===== config.mk =====
export PLATFORM = sky130hd
export DESIGN_NAME = processor_symmetry_refiner_top
export DESIGN_NICKNAME = d
export VERILOG_FILES = /design/src/psr_pkg.sv /design/src/psr_core.sv /design/src/processor_symmetry_refiner_top.sv
export SDC_FILE = /design/constraint.sdc
export NUM_CORES = 1
export LEC_CHECK = 0
export BUFFER_PORTS_ARGS = -buffer_cell sky130_fd_sc_hd__clkbuf_2
export CAP_MARGIN = 20
export CORE_ASPECT_RATIO = 0.8
export CORE_MARGIN = 5
export CORE_UTILIZATION = 52
export DETAILED_ROUTE_END_ITERATION = 10
export PLACE_DENSITY = 0.68
export RECOVER_POWER = 100
export SLEW_MARGIN = 10
export SYNTH_ARGS = -nofsm -noshare
export SYNTH_HDL_FRONTEND = slang
export SYNTH_HIERARCHICAL = 1
export SYNTH_SLANG_ARGS = --single-unit

===== constraint.sdc =====
create_clock -name clk -period 10.2 [get_ports clk]
set_clock_uncertainty 0.15 [all_clocks]
set_input_delay 0 -clock clk [delete_from_list [all_inputs] [get_ports clk]]
set_output_delay 0 -clock clk [all_outputs]
set_load 0.02 [all_outputs]

===== src/psr_pkg.sv =====
// Package for the processor symmetry refiner.
// Holds the operation codes and the fixed field widths; no dependencies.
package psr_pkg;

	// Width of the state mask field (one bit per processor it can name)
	localparam int MASK_W   = 8;
	// Width of the class count field in a result beat
	localparam int COUNT_W  = 4;
	// Width of the input and output tdata buses
	localparam int TDATA_W  = 8;

	// Operation carried in the input tuser
	typedef enum logic [0:0] {
		OP_ASSIGN = 1'b0,
		OP_QUERY  = 1'b1
	} op_t;

endpackage


===== src/psr_core.sv =====
// Single-pass refine and query logic for the processor symmetry refiner.
// Purely combinational; depends on psr_pkg for op_t and the mask width.
module psr_core #(
	parameter int PROCS = 8,
	parameter int LBL_W = 3,
	parameter int TOT_W = 4
) (
	input  psr_pkg::op_t                op,
	input  logic [psr_pkg::MASK_W-1:0]  mask,
	input  logic [PROCS-1:0][LBL_W-1:0] label,
	input  logic [TOT_W-1:0]            total,
	input  logic                        flag,
	output logic [PROCS-1:0][LBL_W-1:0] label_nxt,
	output logic [TOT_W-1:0]            total_nxt,
	output logic                        flag_nxt,
	output logic                        allowed
);
	import psr_pkg::*;

	logic [PROCS-1:0]            used;
	logic [PROCS-1:0]            has_used;
	logic [PROCS-1:0]            has_unused;
	logic [PROCS-1:0]            split;
	logic [PROCS-1:0][TOT_W-1:0] rank;
	logic                        any_used;
	logic                        stray_bits;
	logic                        conflict;

	// Processors that the mask marks as used; processors past the mask width never are
	always_comb begin
		for (int i = 0; i < PROCS; i++) begin
			if (i < MASK_W) begin
				used[i] = mask[i];
			end else begin
				used[i] = 1'b0;
			end
		end
		any_used = |used;
	end

	// Mask bits that name no processor
	always_comb begin
		stray_bits = 1'b0;
		for (int b = 0; b < MASK_W; b++) begin
			if (b >= PROCS && mask[b]) begin
				stray_bits = 1'b1;
			end
		end
	end

	// Per class: does it hold used and unused members, and is it split
	always_comb begin
		for (int c = 0; c < PROCS; c++) begin
			has_used[c]   = 1'b0;
			has_unused[c] = 1'b0;
			for (int i = 0; i < PROCS; i++) begin
				if (label[i] == LBL_W'(c)) begin
					if (used[i]) begin
						has_used[c] = 1'b1;
					end else begin
						has_unused[c] = 1'b1;
					end
				end
			end
			split[c] = has_used[c] && has_unused[c] && (op == OP_ASSIGN);
		end
	end

	// Rank of each class among the split ones: offset of its fresh number
	always_comb begin
		logic [PROCS-1:0] lower;
		for (int c = 0; c < PROCS; c++) begin
			lower = '0;
			for (int j = 0; j < PROCS; j++) begin
				if (j < c) begin
					lower[j] = split[j];
				end
			end
			rank[c] = TOT_W'($countones(lower));
		end
	end

	// Unused members of a split class move to that class's fresh number
	always_comb begin
		for (int i = 0; i < PROCS; i++) begin
			if (split[label[i]] && !used[i]) begin
				label_nxt[i] = LBL_W'(total + rank[label[i]]);
			end else begin
				label_nxt[i] = label[i];
			end
		end
		total_nxt = total + TOT_W'($countones(split));
		flag_nxt  = flag || ((op == OP_ASSIGN) && any_used && (total_nxt == TOT_W'(PROCS)));
	end

	// Query: a used member may not follow an unused member of its own class
	always_comb begin
		conflict = 1'b0;
		for (int i = 0; i < PROCS; i++) begin
			for (int j = 0; j < PROCS; j++) begin
				if (j < i && used[i] && !used[j] && (label[i] == label[j])) begin
					conflict = 1'b1;
				end
			end
		end
		allowed = (op == OP_QUERY) && any_used && !stray_bits && !conflict;
	end

endmodule


===== src/processor_symmetry_refiner_top.sv =====
// Top level of the processor symmetry refiner: input register, class state, result register.
// Depends on psr_pkg and psr_core.
//
// The block keeps the processors split into classes of interchangeable processors
// (one class at reset). An assign beat (tuser = 0) splits every class that has both
// used and unused processors in the mask; a query beat (tuser = 1) reports whether
// the mask is allowed. Every input beat yields exactly one result beat carrying
// allowed, the class count and the no-symmetry flag. One beat is taken per clock unless
// the result register holds a beat that m_tready does not take: a beat is held in the
// input register, the refine/query logic updates the class labels in one pass, and the
// result lands in the output register. The loop from the label registers through the
// refine logic and back is what sets the one-beat-per-cycle rate.
module processor_symmetry_refiner_top #(
	parameter int PROCS = 8
) (
	input  logic                         clk,
	input  logic                         arst_n,
	// input stream
	input  logic                         s_tvalid,
	output logic                         s_tready,
	input  logic [psr_pkg::TDATA_W-1:0]  s_tdata,  // [7:0] state_mask
	input  logic                         s_tuser,  // [0] operation
	// result stream
	output logic                         m_tvalid,
	input  logic                         m_tready,
	output logic [psr_pkg::TDATA_W-1:0]  m_tdata   // [0] allowed, [4:1] class_count,
	                                               // [5] no-symmetry flag, [7:6] zero
);
	import psr_pkg::*;

	localparam int LBL_W = (PROCS > 1) ? $clog2(PROCS) : 1;
	localparam int TOT_W = $clog2(PROCS + 1);

	// class state
	logic [PROCS-1:0][LBL_W-1:0] label_q;
	logic [TOT_W-1:0]            total_q;
	logic                        flag_q;

	// input stage
	logic                        valid_s1;
	op_t                         op_s1;
	logic [MASK_W-1:0]           mask_s1;

	// result stage
	logic                        valid_s2;
	logic                        allowed_s2;
	logic [COUNT_W-1:0]          count_s2;
	logic                        nosym_s2;

	logic [PROCS-1:0][LBL_W-1:0] label_nxt;
	logic [TOT_W-1:0]            total_nxt;
	logic                        flag_nxt;
	logic                        allowed;
	logic                        advance;

	// Handshake: stage 1 moves on whenever the result register is free or draining
	assign advance  = valid_s1 && (!valid_s2 || m_tready);
	assign s_tready = !valid_s1 || advance;

	psr_core #(
		.PROCS (PROCS),
		.LBL_W (LBL_W),
		.TOT_W (TOT_W)
	) u_core (
		.op        (op_s1),
		.mask      (mask_s1),
		.label     (label_q),
		.total     (total_q),
		.flag      (flag_q),
		.label_nxt (label_nxt),
		.total_nxt (total_nxt),
		.flag_nxt  (flag_nxt),
		.allowed   (allowed)
	);

	// Input register
	always_ff @(posedge clk or negedge arst_n) begin
		if (!arst_n) begin
			valid_s1 <= 1'b0;
		end else if (s_tready) begin
			valid_s1 <= s_tvalid;
		end
	end

	always_ff @(posedge clk) begin
		if (s_tvalid && s_tready) begin
			op_s1   <= op_t'(s_tuser);
			mask_s1 <= s_tdata[MASK_W-1:0];
		end
	end

	// Class state, updated as each beat leaves stage 1
	always_ff @(posedge clk or negedge arst_n) begin
		if (!arst_n) begin
			label_q <= '0;
			total_q <= TOT_W'(1);
			flag_q  <= 1'b0;
		end else if (advance) begin
			label_q <= label_nxt;
			total_q <= total_nxt;
			flag_q  <= flag_nxt;
		end
	end

	// Result register
	always_ff @(posedge clk or negedge arst_n) begin
		if (!arst_n) begin
			valid_s2 <= 1'b0;
		end else if (advance) begin
			valid_s2 <= 1'b1;
		end else if (m_tready) begin
			valid_s2 <= 1'b0;
		end
	end

	always_ff @(posedge clk) begin
		if (advance) begin
			allowed_s2 <= allowed;
			count_s2   <= COUNT_W'(total_nxt);
			nosym_s2   <= flag_nxt;
		end
	end

	assign m_tvalid = valid_s2;
	assign m_tdata  = {2'b00, nosym_s2, count_s2, allowed_s2};

	// Class count stays within the processor count
	a_total_range: assert property (@(posedge clk) disable iff (!arst_n)
		(total_q >= TOT_W'(1)) && (total_q <= TOT_W'(PROCS)))
		else $error("class count out of range");

	// Classes never merge
	a_total_grows: assert property (@(posedge clk) disable iff (!arst_n)
		##1 (total_q >= $past(total_q)))
		else $error("class count decreased");

	// No-symmetry flag is sticky and means every processor is alone
	a_flag_sticky: assert property (@(posedge clk) disable iff (!arst_n)
		flag_q |=> flag_q)
		else $error("no-symmetry flag cleared");

	a_flag_full: assert property (@(posedge clk) disable iff (!arst_n)
		flag_q |-> (total_q == TOT_W'(PROCS)))
		else $error("no-symmetry flag with shared classes");

	// Every label names an existing class
	for (genvar g = 0; g < PROCS; g++) begin : g_lbl_chk
		a_label_range: assert property (@(posedge clk) disable iff (!arst_n)
			TOT_W'(label_q[g]) < total_q)
			else $error("label beyond class count");
	end

endmodule

==> results of run 1 <==
-- cell type report --
type	instances	area share [%]
clock buffer	7	1.85
clock inverter	1	0.114
inverter	32	1.59
multi-input combinational	655	72.1
sequential	46	16.0
tap	184	2.99
timing repair buffer	60	5.39
-- logic make-up (layout without fill, tap and decap cells) --
| family | Yosys count | after routing |
|---|---|---|
| AOI/OAI and AO/OA | 153 | 153 |
| xor gates and xnor gates | 105 | 105 |
| adders and majority gates | 39 | 39 |
| buffers and inverters | 123 | 100 |
| DFF | 46 | 46 |
| muxes | 93 | 93 |
| other | 1 | 2 |
| and+or+nand+nor | 263 | 263 |
-- registers in the layout, indices dropped and copies added (netlist names) --
| register | count |
|---|---|
| mask_s1 | 8 |
| m_tvalid | 1 |
| nosym_s2 | 1 |
| allowed_s2 | 1 |
| label_q | 24 |
| flag_q | 1 |
| op_s1 | 1 |
| total_q | 4 |
| count_s2 | 4 |
| valid_s1 | 1 |
-- stage by stage --
step | instance area (µm²) | power [mW]
after floorplan | 7440 | 2.33
after global routing | 7690 | 3.39
final | 7690 | 3.19
after detailed placement | 7540 | 2.99
after CTS | 7820 | 3.19
after global placement | 7540 | 2.94
-- routing by layer --
layer	wire length (µm)	track usage [%]	part of all wire (%)
met1	11600	47.6	41
met2	12100	50.2	43
met3	3670	11.6	13
met4	1040	11.0	3.6
met5	0	0	0
-- worst max-delay path, stage by stage, from the launching register on --
cell and delay [ps]:
dfrtp_1 700, clkbuf_1 730, nor4b_1 100, a2111oi_0 590
a21oi_1 320, nand2_1 410, inv_1 90, ha_1 370
inv_1 140, fa_1 410, inv_1 120, ha_1 340
inv_1 160, fa_1 550, inv_1 110, mux4_2 500
a22o_1 270, fa_1 400, xor2_1 180, xnor2_1 170
mux2_2 260, mux2_1 290
-- where the power goes --
group | total [mW] | internal, mW | switching [mW]
Sequential | 0.440 | 0.279 | 0.161
Clock | 0.181 | 0.0990 | 0.0824
Combinational | 2.57 | 1.03 | 1.54
Total | 3.19 | 1.41 | 1.78
-- path summary, 6_finish.rpt --
check	startpoint	endpoint	slack [ps]	cells past startpoint
setup / recovery	label_q[11]	label_q[8]	2720	21
hold / removal	s_tdata[1]	mask_s1[1]	250	2
setup reg to reg	label_q[11]	label_q[8]	2720	21
hold reg to reg	total_q[3]	total_q[3]	360	1
max in group asynchronous	arst_n	label_q[13]	8110	2
min in group asynchronous	arst_n	label_q[10]	650	2
-- cell usage in the layout (no fill, tap or decap), types with 6 or more instances in the layout --
cell type	n
xor2_1	65
nand2_1	51
xnor2_1	40
inv_1	31
mux2_1	31
dfrtp_1	30
nand3_1	29
buf_4	25
a21oi_1	25
mux2_2	24
nor2_1	23
nor2b_1	22
mux2i_1	22
ha_1	21
nand4_1	19
o21ai_0	19
nor4bb_1	18
nor4_1	18
fa_1	18
a31oi_1	17
mux4_2	16
edfxtp_1	15
nand4b_1	15
dlygate4sd3_1	13
clkbuf_1	12
nor4b_1	12
clkbuf_2	11
a32oi_1	11
nor3_1	11
o22ai_1	11
a41oi_1	10
nand2b_1	8
nand3b_1	7
a22oi_1	7
o221ai_1	7
and2_1	6
a2111oi_0	6
-- timing repair --
item,CTS,global route
setup endpoints to repair,0,0
hold endpoints to repair,41,0
hold buffers,13,0
==> summary.md, run 1 <==
| Metric | Value |
|---|---|
| H-tree levels | `2` |
| Setup TNS | `0 ps` |
| Final worst slack | `2720 ps` |
| Max transition margin | `-31.3%` |
| Initial DRC Count | `1168` |
| I/O pin count | `23` |
| Area grow syn2layout | `3.47%` |
| Gr ovfl total | `0` |
| Worst skew pair latency | `310 ps` |
| Predominant post-synthesis flop cell | `dfrtp_1` |
| Hold Path Class | `in2reg` |
| Minimum clock period | `7480 ps` |
| Clock tree sinks | `46` |
| Antenna viol nets, final | `0` |
| Main combinational cell family by area after synthesis | `simple AND/OR/NAND/NOR gates` |
| CTS max path bufs | `2` |
| Worst slew pin tran | `1970 ps` |
| Layout cell share with drive strength beyond 1 | `13.0%` |
| Hold Slack | `248 ps` |
| Synth top area cells | `dfrtp_1 (10%), xor2_1 (7.7%), edfxtp_1 (6.1%)` |
| Die Footprint | `0.0168 mm²` |
| Root buf cell | `clkbuf_16` |
| Synth Area in Simple Gates | `21.7%` |
| Non-Filler Instances | `985` |
| Worst setup SP type | `register` |
| Lkg Pwr | `2.96 nW` |
| Die W | `144 µm` |
| Port buffer count | `20` |
| DP HPWL | `19000 µm` |
| Final core occ | `54.3%` |
| Synth async-reset ratio | `67.4%` |
| Gpl congestion | `1.06` |
| Mux cell area share after synthesis | `17.6%` |
| Clock slew at reported path FFs | `80 ps` |
| 1st-pass router iterations | `7` |
| Compound-Gate Fraction of Synth Area | `15.9%` |
| CP max FO | `14` |
| Gr usage total | `34.2%` |
| # diodes | `0` |
| Post-Synth Adder-Cell Area | `8.38%` |
| Max-slew violation count | `63` |
| Core area | `0.0142 mm²` |
| Yosys top cell by area | `dfrtp_1` |
| Largest net degree at the start of global routing | `34` |
| Final period util | `73.3%` |
| Row cnt | `39` |
| CTS tree | `built` |
| Die Ht | `117 µm` |
| Vias per inst | `7.28` |
| Post-Synth XOR/XNOR Area | `12.4%` |
| Starting Density | `52.5%` |
| Setup crit end kind | `register` |
| # setup viols final | `0` |
| Register area | `0.00123 mm²` |
| WP data required | `10230 ps` |
| Avg WL per Cell | `28.9 µm` |
| # fillers | `1358` |
| Seq/Total Area, Yosys | `16.5%` |
| Avg Cell Area, Syn | `9.03 µm²` |
| Fin. Hold Viols | `0` |
| First-pass GRT wire length | `43600 µm` |
| Violated checks | `max-capacitance violations, max-slew violations` |
| CTS buffer count | `5` |
| Ys Warns | `6` |
| Cell variety after synth | `84` |
| Post-synth top area share | `10.1%` |
| Arrival @ worst endpoint | `7510 ps` |
| Post-CTS setup repair buffer count | `0` |
| Dpl ws | `3290 ps` |
| Final nets | `852` |
| Area of the multi-input gates | `0.00554 mm²` |
| Post-synth top cells | `xor2_1 (65), nand2_1 (51), xnor2_1 (40), buf_2 (32), inv_1 (31)` |
| Antenna violations before repair | `0` |
| Maximum vdd ir drop | `0.000247 V` |
| RSZ-0062 raised after global routing | `no` |
| Placed cells | `964` |
| DRC violations left | `0` |
| Most frequent cell after synthesis | `xor2_1` |
| Total length of routed wires | `28500 µm` |
| Max Cap Violations | `2` |
| Fmax | `0.134 GHz` |
| PwrDens | `415 mW/mm²` |
| Status | `complete, but fails checks` |
| Post-cts resize count | `0` |
| Critical setup path kind | `reg2reg` |
| EDFF count, synth | `15` |
| Vias post-DR | `7174` |
| Post-Syn Area | `0.00743 mm²` |
| Post-synthesis register bit count | `46` |
| Vias in the first global route | `6989` |
| Gate Count Post-Synth | `823` |
No activity file was read; power rests on OpenSTA's default activity.
==> inputs of run 2 (changes only) <==
--- a/config.mk
+++ b/config.mk
@@ -11,7 +11,7 @@
 export CORE_MARGIN = 5
 export CORE_UTILIZATION = 52
 export DETAILED_ROUTE_END_ITERATION = 10
-export PLACE_DENSITY = 0.68
+export PLACE_DENSITY = 0.7
 export RECOVER_POWER = 100
 export SLEW_MARGIN = 10
 export SYNTH_ARGS = -nofsm -noshare
==> constraint.sdc (replaced) <==
create_clock -name clk -period 6.75 [get_ports clk]
set_clock_uncertainty 0.15 [all_clocks]
set_input_delay 0 -clock clk [delete_from_list [all_inputs] [get_ports clk]]
set_output_delay 0 -clock clk [all_outputs]
set_load 0.02 [all_outputs]
==> run 2 against run 1 <==
Against the previous run: the run still ends with max-capacitance violations, max-slew violations left; via count grew 2.8%; design area grew 4.1%; maximum frequency grew 15%; die area is the same; routed wire length grew 2.2%; worst hold slack lost 8.1 ps; non-clock buffer count grew 39.
==> summary.md, run 2 (same netlist as run 1, synthesis figures left out) <==
| Metric | Value |
|---|---|
| Die W | `144 µm (unchanged)` |
| Critical setup path kind | `reg2reg` |
| Violated checks | `max-capacitance violations, max-slew violations` |
| DRC violations left | `0 (unchanged)` |
| Die Ht | `117 µm (unchanged)` |
| Hold Path End | `op_s1` |
| Clock slew at reported path FFs | `100 ps (+20 ps)` |
| Gr usage total | `34.7% (+0.57 points)` |
| Final period util | `96.6% (+23 points)` |
| Placed Area | `0.00783 mm² (+3.9%)` |
| Layout cell share with drive strength beyond 1 | `17.5% (+4.5 points)` |
| Vias in the first global route | `7046 (+0.82%)` |
| Fin area | `0.00800 mm² (+4.1%)` |
| R2R depth | `20 (-4.8%)` |
| Row cnt | `39 (unchanged)` |
| Hold Path Class | `in2reg` |
| Antenna violations before repair | `3 (+3)` |
| Area grow syn2layout | `7.68%` |
| Largest net degree at the start of global routing | `32 (-5.9%)` |
| Worst path slowest cell | `a2111oi_1` |
| Gr ovfl total | `0 (unchanged)` |
| CTS buffer count | `5 (unchanged)` |
| Clock tree sinks | `46 (unchanged)` |
| Most frequent CP cell | `inv_1` |
| Setup crit end kind | `register` |
| Fmax | `0.153 GHz (+15%)` |
| Worst setup SP type | `register` |
| Reg2reg setup slack | `230 ps (-2490 ps)` |
| Starting Density | `52.5% (unchanged)` |
| DP HPWL | `20800 µm (+9.4%)` |
| First-pass GRT wire length | `44200 µm (+1.3%)` |
| Root buf cell | `clkbuf_16` |
| # fillers | `1299 (-4.3%)` |
| Area of the multi-input gates | `0.00556 mm² (+0.34%)` |
| Status | `complete, but fails checks` |
| Post-CTS setup repair buffer count | `0 (unchanged)` |
| Total length of routed wires | `29100 µm (+2.2%)` |
| Max transition margin | `-42.3% (-11 points)` |
| 1st-pass router iterations | `6 (-1)` |
| CTS tree | `built` |
| Arrival @ worst endpoint | `6550 ps (-960 ps)` |
| # setup viols final | `0 (unchanged)` |
| Commonest non-fill, non-tap cells in the layout | `buf_4 (65), xor2_1 (65), nand2_1 (51), xnor2_1 (40), inv_1 (31)` |
| Max Cap Violations | `2 (unchanged)` |
| Largest register FFs | `24 (unchanged)` |
| I/O pin count | `23 (unchanged)` |
| CP max FO | `10 (-4)` |
| RSZ-0062 raised after global routing | `no` |
| Setup TNS | `0 ps (unchanged)` |
| Fin. Hold Viols | `0 (unchanged)` |
| Placed cells | `1003 (+4.0%)` |
| HP Start | `s_tuser` |
| Final nets | `891 (+4.6%)` |
| # diodes | `0 (unchanged)` |
| Port buffer count | `20 (unchanged)` |
| Avg WL per Cell | `28.4 µm (-1.7%)` |
| Non-Filler Instances | `1024 (+4.0%)` |
| H-tree levels | `2 (unchanged)` |
| Initial DRC Count | `1291 (+11%)` |
| Max-slew violation count | `63 (unchanged)` |
| Crit Reg-Reg Startpoint | `mask_s1[3]` |
| Worst slew pin tran | `2140 ps (+166 ps)` |
| Antenna viol nets, final | `0 (unchanged)` |
| End of the worst register-to-register path | `label_q[5]` |
| Slowest stage delay, CP | `750 ps (+20 ps)` |
| Hold depth | `2 (unchanged)` |
| Worst skew pair latency | `320 ps (about the same)` |
| Register area | `0.00123 mm² (unchanged)` |
| Cells along the critical path | `nor4b_2 > a2111oi_1 > a21oi_1 > nand2_1 > inv_1 > ha_1 > inv_1 > fa_1 > inv_1 > ha_1 > inv_1 > fa_1 > inv_1 > mux4_2 > a22o_1 > fa_1 > xor2_1 > xnor2_1 > mux2_2 > mux2_4` |
| Largest Register | `label_q` |
| CTS max path bufs | `2 (unchanged)` |
| Die Footprint | `0.0168 mm² (unchanged)` |
| Vias post-DR | `7375 (+2.8%)` |
| Minimum clock period | `6520 ps (-962 ps)` |
| Largest regs | `label_q: 24 flops, mask_s1: 8 flops` |
| WP data required | `6780 ps (-3450 ps)` |
| Gpl congestion | `1.05 (-1.1%)` |
| Core area | `0.0142 mm² (unchanged)` |
| Vias per inst | `7.20 (-1.1%)` |
run 2: cell count changes in the layout (fill, tap and decap cells not counted), sizes merged:
cell / change
clkinv: +1
buf: +40
clkinvlp: +1
clkbuf: -3
run 2: layout make-up:
cell class,count,area share (%)
tap,184,2.88
timing repair buffer,99,8.86
sequential,46,15.3
clock buffer,5,1.56
inverter,32,1.53
clock inverter,3,0.313
multi-input combinational,655,69.5
run 2: worst max-delay path: cells and delay by family (launching register included):
family,cells,cell delay [ps]
buffers and inverters,5,590
AO/OA/AOI/OAI,3,1370
AND/OR/NAND/NOR,2,460
XOR/XNOR,2,360
flip-flops,1,590
adder cells (fa/ha/maj),5,1820
multiplexers,3,1030
run 2: worst max path at each step:
stage	slack, ps	to	from
6_report	230	label_q[5]	mask_s1[3]
5_1_grt	70	label_q[5]	mask_s1[3]
4_1_cts	210	label_q[5]	mask_s1[3]
3_5_place_dp	270	label_q[5]	mask_s1[3]
3_3_place_gp	220	label_q[11]	mask_s1[3]
2_1_floorplan	1010	label_q[8]	mask_s1[5]
run 2: metal layers:
layer | vias to the layer above | global-route usage (%) | wire, µm
met5 | - | 0 | 34
met1 | 3567 | 49.5 | 11900
met2 | 587 | 50.1 | 12200
met4 | 6 | 9.47 | 811
met3 | 94 | 12.2 | 4100
li1 | 3121 | - | -
run 2: repair_timing:
item                                    CTS  global route
endpoints found under the setup margin    0             6
resized for setup                         0             2
hold endpoints to repair                 41             0
hold buffers                             13             0
run 2: metrics by stage:
step / worst slack (ps) / util [%] / hold WS (ps)
final: 231 / 56.6 / 240
after global routing: 65.2 / 56.6 / 267
after CTS: 209 / 57.3 / 229
after detailed placement: 265 / 55.3 / 28.6
after global placement: 220 / 55.3 / 26.4
after floorplan: 1010 / - / -446
Power of run 2 is not shown: default switching activity piles up to over one toggle a cycle in this logic, so the estimate is an artifact.
